## src/hdl/sha256_pkg.sv

```systemverilog
`default_nettype none

package sha256_pkg;

  localparam int WordW      = 32;
  localparam int SchedDepth = 16;

  typedef struct packed {
    logic [31:0] data_word;
    logic [2:0]  byte_count;
    logic        end_of_message;
  } sha_in_t;

  typedef struct packed {
    logic [31:0] digest_word;
    logic        is_last;
  } sha_out_t;

  localparam logic [7:0][31:0] HashInit = {
    32'h5be0cd19, 32'h1f83d9ab, 32'h9b05688c, 32'h510e527f,
    32'ha54ff53a, 32'h3c6ef372, 32'hbb67ae85, 32'h6a09e667
  };

  function automatic logic [31:0] round_k(input logic [5:0] t);
    logic [31:0] k;
    unique case (t)
      6'd0:  k = 32'h428a2f98;  6'd1:  k = 32'h71374491;
      6'd2:  k = 32'hb5c0fbcf;  6'd3:  k = 32'he9b5dba5;
      6'd4:  k = 32'h3956c25b;  6'd5:  k = 32'h59f111f1;
      6'd6:  k = 32'h923f82a4;  6'd7:  k = 32'hab1c5ed5;
      6'd8:  k = 32'hd807aa98;  6'd9:  k = 32'h12835b01;
      6'd10: k = 32'h243185be;  6'd11: k = 32'h550c7dc3;
      6'd12: k = 32'h72be5d74;  6'd13: k = 32'h80deb1fe;
      6'd14: k = 32'h9bdc06a7;  6'd15: k = 32'hc19bf174;
      6'd16: k = 32'he49b69c1;  6'd17: k = 32'hefbe4786;
      6'd18: k = 32'h0fc19dc6;  6'd19: k = 32'h240ca1cc;
      6'd20: k = 32'h2de92c6f;  6'd21: k = 32'h4a7484aa;
      6'd22: k = 32'h5cb0a9dc;  6'd23: k = 32'h76f988da;
      6'd24: k = 32'h983e5152;  6'd25: k = 32'ha831c66d;
      6'd26: k = 32'hb00327c8;  6'd27: k = 32'hbf597fc7;
      6'd28: k = 32'hc6e00bf3;  6'd29: k = 32'hd5a79147;
      6'd30: k = 32'h06ca6351;  6'd31: k = 32'h14292967;
      6'd32: k = 32'h27b70a85;  6'd33: k = 32'h2e1b2138;
      6'd34: k = 32'h4d2c6dfc;  6'd35: k = 32'h53380d13;
      6'd36: k = 32'h650a7354;  6'd37: k = 32'h766a0abb;
      6'd38: k = 32'h81c2c92e;  6'd39: k = 32'h92722c85;
      6'd40: k = 32'ha2bfe8a1;  6'd41: k = 32'ha81a664b;
      6'd42: k = 32'hc24b8b70;  6'd43: k = 32'hc76c51a3;
      6'd44: k = 32'hd192e819;  6'd45: k = 32'hd6990624;
      6'd46: k = 32'hf40e3585;  6'd47: k = 32'h106aa070;
      6'd48: k = 32'h19a4c116;  6'd49: k = 32'h1e376c08;
      6'd50: k = 32'h2748774c;  6'd51: k = 32'h34b0bcb5;
      6'd52: k = 32'h391c0cb3;  6'd53: k = 32'h4ed8aa4a;
      6'd54: k = 32'h5b9cca4f;  6'd55: k = 32'h682e6ff3;
      6'd56: k = 32'h748f82ee;  6'd57: k = 32'h78a5636f;
      6'd58: k = 32'h84c87814;  6'd59: k = 32'h8cc70208;
      6'd60: k = 32'h90befffa;  6'd61: k = 32'ha4506ceb;
      6'd62: k = 32'hbef9a3f7;  6'd63: k = 32'hc67178f2;
      default: k = 32'h0;
    endcase
    return k;
  endfunction

endpackage

`default_nettype wire

```

## src/hdl/sha256_hash_engine.sv

```systemverilog
`default_nettype none

// Channel  Direction  Payload                                        Handshake
// in       input      sha_in_t  {data_word, byte_count, end_of_message} in_valid_i / in_stall_o
// out      output     sha_out_t {digest_word, is_last}                 out_valid_o / out_stall_i
//
// An item is taken whenever the engine is idle; an item that fills the 16th word of a block
// starts a compression whose rounds each pass the address, gather and schedule phases (set by the
// two-port schedule RAM feeding four schedule words per round), followed by a finish step.
// At message end the padding words (marker, zeros, length) are written, with any compressions they fill;
// then eight digest items follow, one per cycle unless out_stall_i holds them.
// Reset restores the initial hash and clears the length; in_stall_o is high when not idle.

module sha256_hash_engine (
  input  wire logic                 clk_i,
  input  wire logic                 rst_ni,
  input  wire logic                 in_valid_i,
  output logic                      in_stall_o,
  input  wire sha256_pkg::sha_in_t  in_data_i,
  output logic                      out_valid_o,
  input  wire logic                 out_stall_i,
  output sha256_pkg::sha_out_t      out_data_o
);

  typedef enum logic [4:0] {
    ST_IDLE = 5'b00001,
    ST_PAD  = 5'b00010,
    ST_COMP = 5'b00100,
    ST_FIN  = 5'b01000,
    ST_EMIT = 5'b10000
  } state_e;

  typedef enum logic [3:0] {
    PS_MARK  = 4'b0001,
    PS_ZERO  = 4'b0010,
    PS_LENHI = 4'b0100,
    PS_LENLO = 4'b1000
  } pad_e;

  typedef enum logic [2:0] {
    PH_ADDR   = 3'b001,
    PH_GATHER = 3'b010,
    PH_SCHED  = 3'b100
  } phase_e;

  function automatic logic [31:0] ror(input logic [31:0] x, input int unsigned n);
    return (x >> n) | (x << (32 - n));
  endfunction

  state_e state_q, state_d, ret_q, ret_d;
  pad_e   pstage_q, pstage_d;
  phase_e ph_q, ph_d;

  logic [7:0][31:0] hash_q, hash_d;
  logic [7:0][31:0] wv_q, wv_d;
  logic [63:0]      bitlen_q, bitlen_d;
  logic [3:0]       pos_q, pos_d;
  logic [1:0]       slot_q, slot_d;
  logic [31:0]      part_q, part_d;
  logic [6:0]       t_q, t_d;
  logic             pend_q, pend_d;
  logic [2:0]       idx_q, idx_d;
  logic [31:0]      wt_q, wt_d, k_q, k_d, w16_q, w16_d, w15_q, w15_d;

  logic        ram_we;
  logic [3:0]  ram_waddr, ram_ra, ram_rb;
  logic [31:0] ram_wdata, ram_rda, ram_rdb;

  logic        in_acc, out_acc;
  logic [2:0]  cnt, total;
  logic [31:0] data_m;
  logic [63:0] comb;

  logic [31:0] s1, ch, t1, s0, maj, sig0, sig1;
  logic [7:0][31:0] wv_rnd;

  sha256_ram #(
    .Width(sha256_pkg::WordW),
    .Depth(sha256_pkg::SchedDepth)
  ) u_sched_ram (
    .clk_i    (clk_i),
    .we_i     (ram_we),
    .waddr_i  (ram_waddr),
    .wdata_i  (ram_wdata),
    .raddr_a_i(ram_ra),
    .raddr_b_i(ram_rb),
    .rdata_a_o(ram_rda),
    .rdata_b_o(ram_rdb)
  );

  assign in_stall_o  = (state_q != ST_IDLE);
  assign out_valid_o = (state_q == ST_EMIT);
  assign out_data_o.digest_word = hash_q[idx_q];
  assign out_data_o.is_last     = (idx_q == 3'd7);

  assign in_acc  = in_valid_i && !in_stall_o;
  assign out_acc = out_valid_o && !out_stall_i;

  // byte packing
  assign cnt    = (in_data_i.byte_count > 3'd4) ? 3'd4 : in_data_i.byte_count;
  assign data_m = in_data_i.data_word & ~(32'hffffffff >> {cnt, 3'b000});
  assign comb   = {part_q, 32'h0} | ({data_m, 32'h0} >> {slot_q, 3'b000});
  assign total  = {1'b0, slot_q} + cnt;

  // round datapath
  assign s1  = ror(wv_q[4], 6) ^ ror(wv_q[4], 11) ^ ror(wv_q[4], 25);
  assign ch  = (wv_q[4] & wv_q[5]) ^ (~wv_q[4] & wv_q[6]);
  assign t1  = wv_q[7] + s1 + ch + k_q + wt_q;
  assign s0  = ror(wv_q[0], 2) ^ ror(wv_q[0], 13) ^ ror(wv_q[0], 22);
  assign maj = (wv_q[0] & wv_q[1]) ^ (wv_q[0] & wv_q[2]) ^ (wv_q[1] & wv_q[2]);

  assign wv_rnd[7] = wv_q[6];
  assign wv_rnd[6] = wv_q[5];
  assign wv_rnd[5] = wv_q[4];
  assign wv_rnd[4] = wv_q[3] + t1;
  assign wv_rnd[3] = wv_q[2];
  assign wv_rnd[2] = wv_q[1];
  assign wv_rnd[1] = wv_q[0];
  assign wv_rnd[0] = t1 + s0 + maj;

  // schedule expansion: ram_rdb is W[t-2], w15_q is W[t-15]
  assign sig1 = ror(ram_rdb, 17) ^ ror(ram_rdb, 19) ^ (ram_rdb >> 10);
  assign sig0 = ror(w15_q, 7) ^ ror(w15_q, 18) ^ (w15_q >> 3);

  assign ram_ra = (ph_q == PH_ADDR) ? t_q[3:0] : t_q[3:0] + 4'd9;
  assign ram_rb = (ph_q == PH_ADDR) ? t_q[3:0] + 4'd1 : t_q[3:0] + 4'd14;

  always_comb begin
    state_d   = state_q;
    ret_d     = ret_q;
    pstage_d  = pstage_q;
    ph_d      = ph_q;
    hash_d    = hash_q;
    wv_d      = wv_q;
    bitlen_d  = bitlen_q;
    pos_d     = pos_q;
    slot_d    = slot_q;
    part_d    = part_q;
    t_d       = t_q;
    pend_d    = pend_q;
    idx_d     = idx_q;
    wt_d      = wt_q;
    k_d       = k_q;
    w16_d     = w16_q;
    w15_d     = w15_q;
    ram_we    = 1'b0;
    ram_waddr = pos_q;
    ram_wdata = 32'h0;

    unique case (state_q)
      ST_IDLE: begin
        if (in_acc) begin
          bitlen_d = bitlen_q + {58'b0, cnt, 3'b000};
          slot_d   = total[1:0];
          if (in_data_i.end_of_message) begin
            pstage_d = PS_MARK;
            state_d  = ST_PAD;
          end
          if (total[2]) begin
            ram_we    = 1'b1;
            ram_wdata = comb[63:32];
            part_d    = comb[31:0];
            pos_d     = pos_q + 4'd1;
            if (pos_q == 4'd15) begin
              wv_d    = hash_q;
              t_d     = '0;
              ph_d    = PH_ADDR;
              pend_d  = 1'b0;
              ret_d   = in_data_i.end_of_message ? ST_PAD : ST_IDLE;
              state_d = ST_COMP;
            end
          end else begin
            part_d = comb[63:32];
          end
        end
      end

      ST_PAD: begin
        ram_we = 1'b1;
        pos_d  = pos_q + 4'd1;
        unique case (pstage_q)
          PS_MARK: begin
            ram_wdata = part_q | (32'h80000000 >> {slot_q, 3'b000});
            part_d    = '0;
            slot_d    = '0;
            pstage_d  = (pos_q == 4'd13) ? PS_LENHI : PS_ZERO;
          end
          PS_ZERO: begin
            ram_wdata = 32'h0;
            pstage_d  = (pos_q == 4'd13) ? PS_LENHI : PS_ZERO;
          end
          PS_LENHI: begin
            ram_wdata = bitlen_q[63:32];
            pstage_d  = PS_LENLO;
          end
          PS_LENLO: begin
            ram_wdata = bitlen_q[31:0];
          end
          default: ;
        endcase
        if (pos_q == 4'd15) begin
          wv_d    = hash_q;
          t_d     = '0;
          ph_d    = PH_ADDR;
          pend_d  = 1'b0;
          ret_d   = (pstage_q == PS_LENLO) ? ST_EMIT : ST_PAD;
          state_d = ST_COMP;
        end
      end

      ST_COMP: begin
        unique case (ph_q)
          PH_ADDR: begin
            if (pend_q) begin
              wv_d = wv_rnd;
            end
            pend_d = 1'b0;
            if (t_q[6]) begin
              state_d = ST_FIN;
            end else begin
              ph_d = PH_GATHER;
            end
          end
          PH_GATHER: begin
            w16_d = ram_rda;
            w15_d = ram_rdb;
            ph_d  = PH_SCHED;
          end
          PH_SCHED: begin
            if (t_q[5:4] == 2'b00) begin
              wt_d = w16_q;
            end else begin
              wt_d      = sig1 + ram_rda + sig0 + w16_q;
              ram_we    = 1'b1;
              ram_waddr = t_q[3:0];
              ram_wdata = wt_d;
            end
            k_d    = sha256_pkg::round_k(t_q[5:0]);
            t_d    = t_q + 7'd1;
            pend_d = 1'b1;
            ph_d   = PH_ADDR;
          end
          default: ph_d = PH_ADDR;
        endcase
      end

      ST_FIN: begin
        for (int i = 0; i < 8; i++) begin
          hash_d[i] = hash_q[i] + wv_q[i];
        end
        idx_d   = '0;
        state_d = ret_q;
      end

      ST_EMIT: begin
        if (out_acc) begin
          idx_d = idx_q + 3'd1;
          if (idx_q == 3'd7) begin
            hash_d   = sha256_pkg::HashInit;
            bitlen_d = '0;
            pos_d    = '0;
            slot_d   = '0;
            part_d   = '0;
            state_d  = ST_IDLE;
          end
        end
      end

      default: state_d = ST_IDLE;
    endcase
  end

  always_ff @(posedge clk_i or negedge rst_ni) begin
    if (!rst_ni) begin
      state_q  <= ST_IDLE;
      ret_q    <= ST_IDLE;
      pstage_q <= PS_MARK;
      ph_q     <= PH_ADDR;
      hash_q   <= sha256_pkg::HashInit;
      bitlen_q <= '0;
      pos_q    <= '0;
      slot_q   <= '0;
      part_q   <= '0;
      t_q      <= '0;
      pend_q   <= 1'b0;
      idx_q    <= '0;
    end else begin
      state_q  <= state_d;
      ret_q    <= ret_d;
      pstage_q <= pstage_d;
      ph_q     <= ph_d;
      hash_q   <= hash_d;
      bitlen_q <= bitlen_d;
      pos_q    <= pos_d;
      slot_q   <= slot_d;
      part_q   <= part_d;
      t_q      <= t_d;
      pend_q   <= pend_d;
      idx_q    <= idx_d;
    end
  end

  always_ff @(posedge clk_i) begin
    wv_q  <= wv_d;
    wt_q  <= wt_d;
    k_q   <= k_d;
    w16_q <= w16_d;
    w15_q <= w15_d;
  end

  a_no_sched_write_early: assert property (@(posedge clk_i) disable iff (!rst_ni)
    (state_q == ST_COMP && ph_q == PH_SCHED && t_q[5:4] == 2'b00) |-> !ram_we)
    else $error("schedule RAM written during message rounds");

  a_round_pending: assert property (@(posedge clk_i) disable iff (!rst_ni)
    (state_q == ST_COMP && ph_q == PH_ADDR && t_q != '0) |-> pend_q)
    else $error("round result lost");

  a_fin_after_64: assert property (@(posedge clk_i) disable iff (!rst_ni)
    (state_q == ST_FIN) |-> ($past(state_q) == ST_COMP && $past(t_q) == 7'd64))
    else $error("block finished before 64 rounds");

  a_clean_after_digest: assert property (@(posedge clk_i) disable iff (!rst_ni)
    (out_acc && out_data_o.is_last) |=>
      (state_q == ST_IDLE && pos_q == '0 && slot_q == '0 && bitlen_q == '0))
    else $error("engine not cleared after digest");

endmodule

`default_nettype wire

```

## src/hdl/sha256_ram.sv

```systemverilog
`default_nettype none

module sha256_ram #(
  parameter int Width = 32,
  parameter int Depth = 16,
  localparam int Aw = $clog2(Depth)
) (
  input  wire logic             clk_i,
  input  wire logic             we_i,
  input  wire logic [Aw-1:0]    waddr_i,
  input  wire logic [Width-1:0] wdata_i,
  input  wire logic [Aw-1:0]    raddr_a_i,
  input  wire logic [Aw-1:0]    raddr_b_i,
  output logic      [Width-1:0] rdata_a_o,
  output logic      [Width-1:0] rdata_b_o
);

  logic [Width-1:0] mem_q [Depth];

  always_ff @(posedge clk_i) begin
    if (we_i) begin
      mem_q[waddr_i] <= wdata_i;
    end
    rdata_a_o <= mem_q[raddr_a_i];
    rdata_b_o <= mem_q[raddr_b_i];
  end

endmodule

`default_nettype wire

```

## config.mk

```make
export PLATFORM = sky130hd
export DESIGN_NAME = sha256_hash_engine
export DESIGN_NICKNAME = d
export VERILOG_FILES = /design/src/hdl/sha256_pkg.sv /design/src/hdl/sha256_hash_engine.sv /design/src/hdl/sha256_ram.sv
export SDC_FILE = /design/constraint.sdc
export NUM_CORES = 2
export LEC_CHECK = 0
export ABC_AREA = 1
export BUFFER_PORTS_ARGS = -buffer_cell sky130_fd_sc_hd__buf_2
export CORE_MARGIN = 2
export CORE_UTILIZATION = 35
export DETAILED_ROUTE_END_ITERATION = 8
export MAX_ROUTING_LAYER = met4
export SLEW_MARGIN = 5
export SYNTH_ARGS = -nofsm -noshare
export SYNTH_HDL_FRONTEND = slang
export SYNTH_HIERARCHICAL = 1
export SYNTH_SLANG_ARGS = --single-unit
```

## constraint.sdc

```tcl
create_clock -name clk_i -period 64.7 [get_ports clk_i]
set_clock_uncertainty 0.2 [all_clocks]
set_input_delay 16.175 -clock clk_i [delete_from_list [all_inputs] [get_ports clk_i]]
set_output_delay 16.175 -clock clk_i [all_outputs]
set_load 0.005 [all_outputs]
```

==> metrics <==
crit-path cells=inv_4 -> buf_4 -> o21ai_0 -> a221oi_1 -> a31oi_1 -> buf_2; Area Overhead vs Synth=9.42%; CP required=48330 ps; max cap viols=0; GRT Overall Usage=0.290; sum of buffers and inverters on the critical path=3; run status=complete, no violations; clock period minus worst slack=21300 ps; global placement routability congestion=1.06; TritonCTS clock tree=done; Setup Fix Bufs, Post-CTS=0; hold path cells=0; vias in the first global route=84200; Slew HR=0.0878; Via density=5.52; initial core utilization=0.352; Mapped Area=0.0975 sq mm; Cell Rows=193; io pins=75; Peak Freq=46.9 MHz; leading register cell type out of synthesis=edfxtp_1; Post-DP HPWL=305000 um; CP Capture Type=output port; root buffer cell=clkbuf_16; first-pass GRT wire length=592000 um; PostCTS Resize Cnt=0; Synth Warn #=6; post-DR wirelength/cell=24.9 um; startpoint types=flip-flop; Syn Area/Cell=7.58 sq um; Sink Count=1341; vias post-DR=91300; later-pin clock latency in the skew report=890 ps; Post-synth EDFFs=896; antenna violations before repair=30; Critical Path Max Stage Delay=1150 ps; most common cell after layout, fill and taps aside=nand2_1; CTS Buf Count=165; worst-case reg-to-reg path depth=25; synthesized net count=13500; synth unique cells=75; fin crit share=0.329; ANT nets after route=0; Least-Margin Pin Slew=1370 ps; Cells after Synth=12900; Pleak=0.0470 uW; slowest cell on the critical path=a221oi_1; Core Area=0.277 sq mm; CP arrival=4930 ps; Yosys reg bits=1341; DRT iter0 DRCs=11800; Die X-Extent=532 um; Crit Path Category=flip-flop to output port; Worst-path clk slew=60 ps; class of the worst hold path=flip-flop to flip-flop; Final TNS setup=0 ps; Layout Nets=13400; # DRC=0; proportion of layout cells with a drive suffix above 1=0.0552; hold-fix buffers at CTS=0; # port buffers=74; final setup fails=0; PwrDens=40.6 mW/mm^2; Final Util=0.385; ys async rst share=0.284; gr ovfl total=0; drt total wl=412000 um; maximum vdd drop=0.0362 mV; clock buffer depth=4; RSZ-0062 raised after global routing=false; crit-path leading delay family=compound AO/OA/AOI/OAI gates; Stages on worst setup path=6; most frequent cells in the layout=3204 x nand2_1, 1984 x inv_1, 1351 x nand3_1; H-tree level count=4; TritonRoute pass-1 iters=7; Slew Limit Fails=0; CP Max Fanout=101; largest net degree at the start of global routing=170; chip height=532 um; sequential share of the synthesized area=0.389; die area=0.283 sq mm; Final Hold Viols=0
==> worst register-to-register path, delay by kind of cell (launching register included) <==
| kind | cells | cell delay (ps) |
|---|---|---|
| buffers and inverters | 3 | 210 |
| and+or+nand+nor | 7 | 1160 |
| xor gates and xnor gates | 3 | 1380 |
| DFF | 1 | 840 |
| AOI/OAI and AO/OA | 6 | 1150 |
| adders and majority gates | 6 | 2620 |
==> cells in the mapped netlist (all sizes together), types with 173 or more instances <==
| cell type | n | area share |
|---|---|---|
| ha | 403 | 0.052 |
| a21oi | 652 | 0.034 |
| inv | 2009 | 0.077 |
| clkbuf | 247 | 0.0095 |
| buf | 275 | 0.018 |
| edfxtp | 896 | 0.28 |
| o21ai | 1013 | 0.052 |
| nor2 | 780 | 0.031 |
| xor2 | 247 | 0.022 |
| nand2 | 3208 | 0.12 |
| dfrtp | 241 | 0.062 |
| xnor2 | 173 | 0.016 |
| fa | 197 | 0.040 |
| nand3 | 1353 | 0.070 |
==> per-layer routing <==
| layer | global-route usage | vias to the layer above | share of wire |
|---|---|---|---|
| met5 | - | - | 0 |
| met4 | 0.150 | 0 | 0.064 |
| met3 | 0.0419 | 970 | 0.093 |
| met2 | 0.438 | 4982 | 0.44 |
| met1 | 0.378 | 43200 | 0.41 |
| li1 | - | 42100 | - |
==> where the power goes <==
group,internal (uW),total [uW],switching [uW]
registers,1020,1100,73.6
clock network,569,958,389
logic,641,2280,1640
total,2230,4330,2100
==> cell families after synthesis <==
family,count (synthesis),share of synthesized area
muxes,1,0.000103
DFF,1341,0.389
xor gates and xnor gates,420,0.0377
AOI/OAI and AO/OA,2260,0.130
buffers and inverters,2535,0.105
and+or+nand+nor,5704,0.247
adders and majority gates,601,0.0923
==> area by class of cell <==
type	instances	area, sq um
Inverter	2013	7600
Fill cell	28800	170000
Timing Repair Buffer	203	1410
Antenna cell	12	30.0
Tap cell	3705	4640
Clock inverter	70	877
Multi-Input combinational cell	8986	49700
Clock buffer	221	4550
Sequential cell	1341	37900
==> worst paths after layout <==
path	start	endpoint	slack (ps)
max	idx_q[0]	out_data_o[21]	43400
min in group asynchronous	rst_ni	hash_q[64]	15140
min reg2reg	u_sched_ram/rdata_a_o[1]	w16_q[1]	230
max reg2reg	wv_q[135]	wv_q[22]	56810
max in group asynchronous	rst_ni	slot_q[0]	46990
min	u_sched_ram/rdata_a_o[1]	w16_q[1]	230
==> flip-flops by register name, summed over array words and instances, names as in the netlist, 4 cells and up <==
register,cells
wv_q,256
w16_q,32
u_sched_ram/mem_q,512
w15_q,32
t_q,7
wt_q,32
bitlen_q,61
hash_q,256
u_sched_ram/rdata_a_o,32
pos_q,4
state_q,5
u_sched_ram/rdata_b_o,32
pstage_q,4
k_q,32
part_q,32
==> metrics by stage <==
stage	total power [uW]	hold slack (ps)	std cells	instance area [sq um]	worst slack (ps)
after floorplan	2540	208	12900	97500	26800
after global placement	3320	214	16200	101000	43030
after detailed placement	3320	218	16200	101000	43020
after CTS	4280	232	16500	107000	43760
after global routing	4570	240	16500	107000	43470
final	4330	228	16600	107000	43400
Power figures use the tool's default switching activity.
